**config.mk**
```make
export PLATFORM = sky130hd
export DESIGN_NAME = path_length_accumulator_core
export DESIGN_NICKNAME = d
export VERILOG_FILES = /design/src/rtl/core/pla_pkg.sv /design/src/rtl/core/pla_sqrt.sv /design/src/rtl/core/path_length_accumulator_core.sv
export SDC_FILE = /design/constraint.sdc
export NUM_CORES = 2
export LEC_CHECK = 0
export BUFFER_PORTS_ARGS = -buffer_cell sky130_fd_sc_hd__buf_2
export CAP_MARGIN = 25
export CORE_MARGIN = 2
export CORE_UTILIZATION = 59
export CTS_CLUSTER_SIZE = 24
export DETAILED_ROUTE_END_ITERATION = 10
export HOLD_SLACK_MARGIN = 0.03
export PLACE_DENSITY = 0.75
export SYNTH_ARGS = -nofsm -noshare
export SYNTH_HDL_FRONTEND = slang
export SYNTH_HIERARCHICAL = 1
export SYNTH_SLANG_ARGS = --single-unit
```
**constraint.sdc**
```tcl
create_clock -name i_clk -period 7.1 [get_ports i_clk]
set_input_delay 1.065 -clock i_clk [delete_from_list [all_inputs] [get_ports i_clk]]
set_output_delay 1.065 -clock i_clk [all_outputs]
set_load 0.02 [all_outputs]
```
**src/rtl/core/pla_pkg.sv**
```systemverilog
package pla_pkg;

    // field and bus widths of the stream ports
    localparam int IN_FIELD_W  = 16;
    localparam int IN_TDATA_W  = 2 * IN_FIELD_W;
    localparam int OUT_TDATA_W = 48;

    // sequencer states
    typedef enum logic [4:0] {
        S_IDLE  = 5'b00001,
        S_MUL   = 5'b00010,
        S_START = 5'b00100,
        S_ROOT  = 5'b01000,
        S_EMIT  = 5'b10000
    } t_state;

endpackage

```
**src/rtl/core/pla_sqrt.sv**
```systemverilog
module pla_sqrt #(
    parameter int RAD_W     = 34,
    parameter int FRAC_BITS = 16,
    parameter int ROOT_W    = RAD_W / 2 + FRAC_BITS
) (
    input  logic              i_clk,
    input  logic              i_rst_n,
    input  logic              i_start,
    input  logic [RAD_W-1:0]  i_radicand,
    output logic              o_done,
    output logic [ROOT_W-1:0] o_root
);

    localparam int SR_W  = RAD_W + 2 * FRAC_BITS;
    localparam int ITERS = SR_W / 2;
    localparam int REM_W = ROOT_W + 3;
    localparam int CNT_W = $clog2(ITERS);

    logic [SR_W-1:0]   r_rad;
    logic [REM_W-1:0]  r_rem;
    logic [ROOT_W-1:0] r_root;
    logic [CNT_W-1:0]  r_cnt;
    logic              r_busy;
    logic              r_done;

    logic [REM_W-1:0]  w_rem_sh;
    logic [REM_W-1:0]  w_trial;
    logic              w_fit;

    // one root bit per cycle: bring down two radicand bits, try 4q+1
    assign w_rem_sh = {r_rem[REM_W-3:0], r_rad[SR_W-1 -: 2]};
    assign w_trial  = REM_W'({r_root, 2'b01});
    assign w_fit    = (w_rem_sh >= w_trial);

    // iteration control
    always_ff @(posedge i_clk) begin
        if (!i_rst_n) begin
            r_busy <= 1'b0;
            r_done <= 1'b0;
            r_cnt  <= '0;
        end else begin
            r_done <= r_busy && (r_cnt == '0);
            if (i_start) begin
                r_busy <= 1'b1;
                r_cnt  <= CNT_W'(ITERS - 1);
            end else if (r_busy) begin
                if (r_cnt == '0) begin
                    r_busy <= 1'b0;
                end
                r_cnt <= r_cnt - 1'b1;
            end
        end
    end

    // radicand shift register, partial remainder and root
    always_ff @(posedge i_clk) begin
        if (i_start) begin
            r_rad  <= SR_W'(i_radicand) << (2 * FRAC_BITS);
            r_rem  <= '0;
            r_root <= '0;
        end else if (r_busy) begin
            r_rad  <= r_rad << 2;
            r_rem  <= w_fit ? (w_rem_sh - w_trial) : w_rem_sh;
            r_root <= {r_root[ROOT_W-2:0], w_fit};
        end
    end

    assign o_done = r_done;
    assign o_root = r_root;

endmodule

```
**src/rtl/core/path_length_accumulator_core.sv**
```systemverilog
// first point of a path: no hop to compute
// later points: the hop runs through S_MUL, S_START and S_ROOT, where the
// bit-serial square root resolves one root bit per cycle
// one item at a time; the finished total waits in an output register so the next path can start
// last point: S_EMIT moves the total out once the output register is free
// reset (synchronous, active low) clears the sequencer, the running total and the output valid
module path_length_accumulator_core import pla_pkg::*; #(
    parameter int COORD_BITS = 16,
    parameter int FRAC_BITS  = 16,
    parameter int TOTAL_BITS = 48
) (
    input  logic                   i_clk,
    input  logic                   i_rst_n,
    input  logic                   i_s_tvalid,
    output logic                   o_s_tready,
    input  logic [IN_TDATA_W-1:0]  i_s_tdata,   // x [15:0], y [31:16]
    input  logic                   i_s_tlast,   // last
    output logic                   o_m_tvalid,
    input  logic                   i_m_tready,
    output logic [OUT_TDATA_W-1:0] o_m_tdata,   // total_length [47:0]
    output logic                   o_m_tuser    // saturated
);

    localparam int CB     = COORD_BITS;
    localparam int XW     = (CB > IN_FIELD_W) ? CB : IN_FIELD_W;
    localparam int SQ_W   = 2 * CB;
    localparam int RAD_W  = 2 * CB + 2;
    localparam int ROOT_W = CB + 1 + FRAC_BITS;
    localparam int SUM_W  = ((ROOT_W > TOTAL_BITS) ? ROOT_W : TOTAL_BITS) + 1;
    localparam logic [TOTAL_BITS-1:0] TMAX = '1;

    t_state                r_state;
    t_state                n_state;
    logic [CB-1:0]         r_prev_x;
    logic [CB-1:0]         r_prev_y;
    logic                  r_have_prev;
    logic                  r_last;
    logic [CB-1:0]         r_dx;
    logic [CB-1:0]         r_dy;
    logic [SQ_W-1:0]       r_sqx;
    logic [SQ_W-1:0]       r_sqy;
    logic [TOTAL_BITS-1:0] r_total;
    logic                  r_sat;
    logic                  r_out_valid;
    logic [OUT_TDATA_W-1:0] r_out_total;
    logic                  r_out_sat;

    logic [XW-1:0]         w_x_raw;
    logic [XW-1:0]         w_y_raw;
    logic [CB:0]           w_x;
    logic [CB:0]           w_y;
    logic [CB:0]           w_dxs;
    logic [CB:0]           w_dys;
    logic [CB-1:0]         w_dx;
    logic [CB-1:0]         w_dy;
    logic                  w_s_acc;
    logic                  w_emit;
    logic                  w_start;
    logic                  w_root_done;
    logic [ROOT_W-1:0]     w_root;
    logic [RAD_W-1:0]      w_radicand;
    logic [SUM_W-1:0]      w_sum;

    // coordinates: low COORD_BITS bits, sign-extended one bit for the difference
    assign w_x_raw = XW'(i_s_tdata[IN_FIELD_W-1:0]);
    assign w_y_raw = XW'(i_s_tdata[IN_TDATA_W-1:IN_FIELD_W]);
    assign w_x     = {w_x_raw[CB-1], w_x_raw[CB-1:0]};
    assign w_y     = {w_y_raw[CB-1], w_y_raw[CB-1:0]};

    // absolute differences against the previous point
    assign w_dxs = w_x - {r_prev_x[CB-1], r_prev_x};
    assign w_dys = w_y - {r_prev_y[CB-1], r_prev_y};
    assign w_dx  = w_dxs[CB] ? CB'(-w_dxs) : w_dxs[CB-1:0];
    assign w_dy  = w_dys[CB] ? CB'(-w_dys) : w_dys[CB-1:0];

    // handshakes
    assign o_s_tready = (r_state == S_IDLE);
    assign w_s_acc    = i_s_tvalid && o_s_tready;
    assign w_emit     = (r_state == S_EMIT) && (!r_out_valid || i_m_tready);
    assign w_start    = (r_state == S_START);

    // squared distance and hop root
    assign w_radicand = RAD_W'(r_sqx) + RAD_W'(r_sqy);

    pla_sqrt #(
        .RAD_W     (RAD_W),
        .FRAC_BITS (FRAC_BITS),
        .ROOT_W    (ROOT_W)
    ) u_sqrt (
        .i_clk      (i_clk),
        .i_rst_n    (i_rst_n),
        .i_start    (w_start),
        .i_radicand (w_radicand),
        .o_done     (w_root_done),
        .o_root     (w_root)
    );

    // saturating accumulate
    assign w_sum = SUM_W'(r_total) + SUM_W'(w_root);

    // sequencer
    always_comb begin
        n_state = r_state;
        unique case (r_state)
            S_IDLE: begin
                if (w_s_acc) begin
                    if (r_have_prev) begin
                        n_state = S_MUL;
                    end else if (i_s_tlast) begin
                        n_state = S_EMIT;
                    end
                end
            end
            S_MUL: begin
                n_state = S_START;
            end
            S_START: begin
                n_state = S_ROOT;
            end
            S_ROOT: begin
                if (w_root_done) begin
                    n_state = r_last ? S_EMIT : S_IDLE;
                end
            end
            S_EMIT: begin
                if (w_emit) begin
                    n_state = S_IDLE;
                end
            end
            default: begin
                n_state = S_IDLE;
            end
        endcase
    end

    // control and path state
    always_ff @(posedge i_clk) begin
        if (!i_rst_n) begin
            r_state     <= S_IDLE;
            r_have_prev <= 1'b0;
            r_total     <= '0;
            r_sat       <= 1'b0;
            r_out_valid <= 1'b0;
        end else begin
            r_state <= n_state;
            if (w_s_acc) begin
                r_have_prev <= 1'b1;
            end
            if ((r_state == S_ROOT) && w_root_done) begin
                if (w_sum > SUM_W'(TMAX)) begin
                    r_total <= TMAX;
                    r_sat   <= 1'b1;
                end else begin
                    r_total <= w_sum[TOTAL_BITS-1:0];
                end
            end
            if (w_emit) begin
                r_have_prev <= 1'b0;
                r_total     <= '0;
                r_sat       <= 1'b0;
                r_out_valid <= 1'b1;
            end else if (i_m_tready) begin
                r_out_valid <= 1'b0;
            end
        end
    end

    // payload registers
    always_ff @(posedge i_clk) begin
        if (w_s_acc) begin
            r_prev_x <= w_x[CB-1:0];
            r_prev_y <= w_y[CB-1:0];
            r_last   <= i_s_tlast;
            r_dx     <= w_dx;
            r_dy     <= w_dy;
        end
        if (r_state == S_MUL) begin
            r_sqx <= SQ_W'(r_dx) * SQ_W'(r_dx);
            r_sqy <= SQ_W'(r_dy) * SQ_W'(r_dy);
        end
        if (w_emit) begin
            r_out_total <= OUT_TDATA_W'(r_total);
            r_out_sat   <= r_sat;
        end
    end

    assign o_m_tvalid = r_out_valid;
    assign o_m_tdata  = r_out_total;
    assign o_m_tuser  = r_out_sat;

endmodule

```
Word-level counts from Yosys, hierarchy flattened
Cells that the tools add are included.
{"block": "word_totals", "ff_bits": 343, "latch_bits": 0, "ramBits": 0, "romBits": 0, "output_inout_bits": 51, "n_memories": 0}
{"block": "op_classes", "n_addsub": 8, "multipliers": 2, "div_mod_pow": 0, "magnitude_cmp": 2, "eq_ne": 9, "shifts": 0, "n_mux": 20, "bitwise": 1, "n_reduce_logical": 13}
{"operator": "two-way mux 66 bit", "n": 2}
{"operator": "multiplier 16 x 16 -> 32 bit", "n": 2}
{"operator": "adder 48 x 33 -> 49 bit", "n": 1}
{"operator": "greater-than comparator 49 x 48 -> 1 bit (second input constant)", "n": 1}
{"operator": "two-way mux 48 bit", "n": 1}
{"operator": ">= comparator 36 x 35 -> 1 bit", "n": 1}
{"operator": "two-way mux 34 bit", "n": 1}
{"operator": "subtractor 16 x 16 -> 17 bit", "n": 2}
{"operator": "subtractor 34 bit", "n": 1}
{"operator": "adder 32 x 32 -> 33 bit", "n": 1}
{"operator": "two-way mux 16 bit", "n": 2}
{"operator": "negator 16 bit", "n": 2}
{"operator": "two-way mux 5 bit", "n": 6}
{"operator": "one-hot mux 5 bit (5 select lines)", "n": 1}
{"operator": "two-way mux 6 bit", "n": 2}
{"operator": "logical NOT 6 bit", "n": 1}
{"operator": "subtractor 6 x 1 -> 6 bit (second input constant)", "n": 1}
{"operator": "== test 5 x 1 -> 1 bit (second input constant)", "n": 1}
{"operator": "== test 5 x 2 -> 1 bit (second input constant)", "n": 1}
{"operator": "== test 5 x 3 -> 1 bit (second input constant)", "n": 1}
{"operator": "== test 5 x 4 -> 1 bit (second input constant)", "n": 1}
{"operator": "== test 5 bit (second input constant)", "n": 1}
{"operator": "two-way mux 1 bit", "n": 5}
{"operator": "logical AND 1 bit", "n": 4}
{"operator": "10 further kinds", "n": 13}

Depth between registers and ports, before layout
{"block": "logic_depth", "ltp_word": 5, "depth_mapped": 27, "ltp_nobuf": 25}

Hierarchy
Netlist, hierarchy kept.
{"mod": "path_length_accumulator_core", "n_inst": 1, "cells_per_inst": 2770, "area_each_um2": 26797.0, "seq_area_each_um2": 6406.1}
{"mod": "pla_sqrt", "n_inst": 1, "cells_per_inst": 720, "area_each_um2": 6497.5, "seq_area_each_um2": 2522.4}

Worst setup path before layout
Ideal clock, no wire load.
{"block": "synth_timing", "path_type": "reg-to-reg", "start": "register r_dx[4]", "end": "register r_sqx[31] (data pin)", "setup_ns": 0.260, "arrival_ns": 6.385, "t_required_ns": 6.840, "slack_ns": 0.455, "stages_incl_launch_ff": 26, "period_less_slack_ns": 6.645, "path_cell_list": "edfxtp_1 -> clkbuf_1 -> clkbuf_1 -> nand2_1 -> inv_1 -> fa_1 -> inv_1 -> fa_1 -> inv_1 -> fa_1 -> fa_1 -> fa_1 -> inv_1 -> fa_1 -> inv_1 -> ha_1 -> a21o_1 -> a21o_1 -> a21o_1 -> a211o_1 -> nand3_1 -> a31oi_1 -> or4_1 -> a31o_2 -> a21oi_1 -> xnor2_1"}
{"block": "synth_via", "elab_chain_len": 1}
{"element": "from (decl)", "line": "path_length_accumulator_core.sv:38", "source": "logic [CB-1:0] r_dx;"}
{"element": "from (signal assigned)", "line": "path_length_accumulator_core.sv:174", "source": "r_dx <= w_dx;"}
{"element": "multiplier 16 x 16 -> 32 bit", "line": "path_length_accumulator_core.sv:178", "source": "r_sqx <= SQ_W'(r_dx) * SQ_W'(r_dx);"}
{"element": "to (signal assigned)", "line": "path_length_accumulator_core.sv:178"}
{"element": "to (decl)", "line": "path_length_accumulator_core.sv:40", "source": "logic [SQ_W-1:0] r_sqx;"}
Every way passes these cells.
A chain may end at the register's enable or synchronous reset.

Final worst setup path
Same ends and word-level chain as after synthesis.

==> run_results.csv <==
group,metric,value,unit
layout,nets,4293,
yosys,ys_seq_elements,341,
sta,hold_violations,0,
route,wl_per_cell,16.1,um
route,ant_nets,0,
route,viasPerCell,5.53,
yosys,synth-simple-area-share,0.130,
critical_path,cp-start-kind,"flop",
critical_path,criticalPathCategory,"reg2reg",
die,die_w,242,um
route,first_pass_iters,5,
clock_tree,clk_path_buf_depth,3,
clock_tree,cts_buffers,39,
sta,max_slew_margin,0.288,
die,dieArea,0.0583,mm^2
yosys,synthAdderAreaFrac,0.326,
die,rows,87,
clock_tree,cts.clk_slew.worst_paths,0.06,ns
clock_tree,cts_tree,"done",
min_path,min_path_type,"reg2reg",
sta,skew,0.0163,ns
sta,holdWs,0.442,ns
clock_tree,clock-root-buffer,"clkbuf_16",
yosys,synth-edff-count,210,
layout,drive_above_1_share,0.0868,
sta,setup-violations-final,0,
yosys,syn_area,0.0333,mm^2
place,placed_area,0.0347,mm^2
clock_tree,cts-htree-levels,2,
grt,grt_antenna_before_repair,0,
yosys,synth_top_family_by_area,"adder cells",
yosys,yosys.cell_types.count,90,
place,io_buffer_count,87,
critical_path,end_kind,"flop",
route,via_count,24200,
grt,grt_max_degree,78,
clock_tree,cts_hold_buf,0,
yosys,synth_mux_area_frac,0.0236,
grt,grt-ovfl-total,0,
critical_path,worst_path_max_delay_cell,"fa_1",
route,dr_wl_met2,36.2,mm
critical_path,critical_path.most_common_cell,"fa_1",
die,dieHeight,242,um
route,wl_met3,3.09,mm
critical_path,cp_max_fo,8,
sta,fmax,147,MHz
sta,min_period_over_period,0.957,
route,wl,70.3,mm
sta,period_minus_slack,6.79,ns
grt,grt_pass1_vias,24700,
yosys,synth_cells,3490,
route,drc,0,
layout,fin_area,0.0361,mm^2
route,wl_met1,28.6,mm
yosys,synthArstFlopShare,0,
route,top_layer_used,"met4",
critical_path,worstPathArrival,7.11,ns
yosys,syn_nets,4196,
yosys,synth_compound_area_frac,0.114,
sta,rsz0062_at_grt,"true",
yosys,ys.flop_type,"edfxtp_1",
sta,drv_slew,0,
layout,area_growth_syn_to_layout,8.55,%
outcome,status,"completed",
grt,grt_pass1_wl,118,mm
die,num_io_pins,88,
job,max_cap_violations,0,
die,coreArea,0.0561,mm^2
critical_path,cpPeakStageDelay,0.56,ns
clock_tree,clkSinkCount,341,
yosys,seq_area_frac_synth,0.268,
grt,grt_util_all_layers,0.245,
yosys,avgSynthCellArea,9.54,um^2
critical_path,path_cells,"nand2_2 > inv_1 > fa_1 > inv_1 > fa_1 > inv_1 > fa_1 > fa_1 > fa_1 > inv_1 > fa_1 > inv_1 > ha_1 > a21o_1 > a21o_1 > a21o_1 > a211o_1 > nand3_1 > a31oi_1 > or4_1 > a31o_2 > a21oi_1 > xnor2_1",
yosys,synth-xor-area-share,0.0550,
route,drtIter0Drc,1169,
clock_tree,clk_latency,0.58,ns
layout,fill_cells,4510,
layout,diodes,0,
sta,tightest_slew,1.07,ns
yosys,ys_warn_count,6,
sta,tns,0,ns
die,start_util,0.594,
place,place_congestion,0.879,
critical_path,cp.required,7.42,ns
place,dp_hpwl,54.9,mm
==> cell usage in the layout, fill, tap and decap left out, types with 11 or more instances in the layout <==
| cell type | count |
|---|---|
| o21ai_0 | 113 |
| nand4_1 | 21 |
| or3_1 | 14 |
| and2_1 | 99 |
| nand2_1 | 259 |
| a31oi_1 | 14 |
| edfxtp_1 | 210 |
| mux2_2 | 37 |
| o31ai_1 | 12 |
| a21oi_1 | 170 |
| inv_1 | 626 |
| o211ai_1 | 11 |
| mux2i_1 | 37 |
| buf_4 | 67 |
| o21a_1 | 27 |
| a31o_2 | 12 |
| a211oi_1 | 21 |
| a21o_1 | 50 |
| nor2b_1 | 30 |
| o21bai_1 | 23 |
| clkbuf_16 | 39 |
| xor2_1 | 71 |
| or2_2 | 15 |
| nand2b_1 | 33 |
| dfxtp_1 | 130 |
| nand3_1 | 55 |
| ha_1 | 337 |
| and3_1 | 30 |
| a311oi_1 | 21 |
| o21ai_1 | 14 |
| xnor2_1 | 138 |
| fa_1 | 331 |
| nor3_1 | 57 |
| nor2_1 | 227 |
| buf_2 | 87 |
==> critical path, delay by kind of cell (launching register included) <==
kind	cells	cell delay, ns
AOI/OAI and AO/OA	7	1.40
xor gates and xnor gates	1	0.07
adders and majority gates	7	3.52
buffers and inverters	5	0.28
DFF	1	0.54
and+or+nand+nor	3	0.72
==> sequential cells by signal, summed over array words and instances, names as in the netlist, 5 cells and up <==
| name | cells |
|---|---|
| r_prev_x | 16 |
| r_state | 5 |
| u_sqrt/r_rad | 34 |
| u_sqrt/r_cnt | 6 |
| r_sqx | 31 |
| r_sqy | 31 |
| o_m_tdata | 48 |
| u_sqrt/r_rem | 34 |
| r_total | 48 |
| r_dy | 16 |
| r_dx | 16 |
| r_prev_y | 16 |
| u_sqrt/o_root | 33 |
==> what timing repair did <==
| item | CTS | global route |
|---|---|---|
| setup buffers | 0 | 22 |
| resized for setup | 0 | 4 |
| endpoints found under the setup margin | 0 | 5 |
==> cell families (layout without fill, tap and decap cells) <==
| group | count (synthesis) | after routing |
|---|---|---|
| compound gates | 576 | 576 |
| xor+xnor | 209 | 209 |
| fa+ha+maj | 669 | 669 |
| buf+inv | 726 | 852 |
| flops | 341 | 341 |
| mux | 74 | 74 |
| other cells | 1 | 1 |
| simple gates | 894 | 894 |
==> metal layers <==
layer	vias up	global-route usage
li1	11800	-
met4	0	0.0946
met5	-	0
met3	159	0.0319
met1	11700	0.292
met2	555	0.448
==> path summary, 6_finish.rpt <==
check / startpoint / end / cells past startpoint / slack (ns)
min reg2reg: r_sat / o_m_tuser / 0 / 0.44
max reg2reg: r_dx[4] / r_sqx[31] / 23 / 0.31
min: r_sat / o_m_tuser / 0 / 0.44
max: r_dx[4] / r_sqx[31] / 23 / 0.31
==> cell type report <==
cell class,instances,area (um^2),share of cell area
flip-flops and latches,341,8930,0.247
inverters,627,2350,0.0652
clock buffers,44,995,0.0275
multi-input cells,2423,21600,0.599
repair buffers,155,958,0.0265
clock inverters,26,310,0.00859
well taps,756,946,0.0262
==> stage by stage <==
step	utilization	cells	worst slack [ns]
floorplan	-	3490	0.455
global placement	0.618	4280	0.377
detailed placement	0.618	4280	0.252
CTS	0.641	4350	0.221
global route	0.645	4372	-0.0219
finish	0.645	4372	0.307
==> Yosys cell counts, types with 12 or more instances <==
cell,n,area (um^2)
a211oi_1,21,158
a21o_1,50,375
a21oi_1,171,856
a311oi_1,21,184
a31o_2,12,105
a31oi_1,14,87.6
and2_1,100,626
and3_1,30,188
clkbuf_1,83,312
dfxtp_1,131,2620
edfxtp_1,210,6310
fa_1,331,6630
ha_1,338,4230
inv_1,627,2350
mux2_2,37,417
mux2i_1,37,370
nand2_1,260,976
nand2b_1,33,206
nand3_1,55,275
nand4_1,21,131
nor2_1,228,856
nor2b_1,31,194
nor3_1,57,285
o21a_1,27,203
o21ai_0,114,571
o21ai_1,13,65.1
o21bai_1,23,173
o31ai_1,12,90.1
or2_2,15,93.8
or3_1,14,87.6
xnor2_1,138,1210
xor2_1,71,622
Power is left out: the tool's default activity adds up to more than one toggle a clock period on the data nets, which glitch-free logic cannot reach.
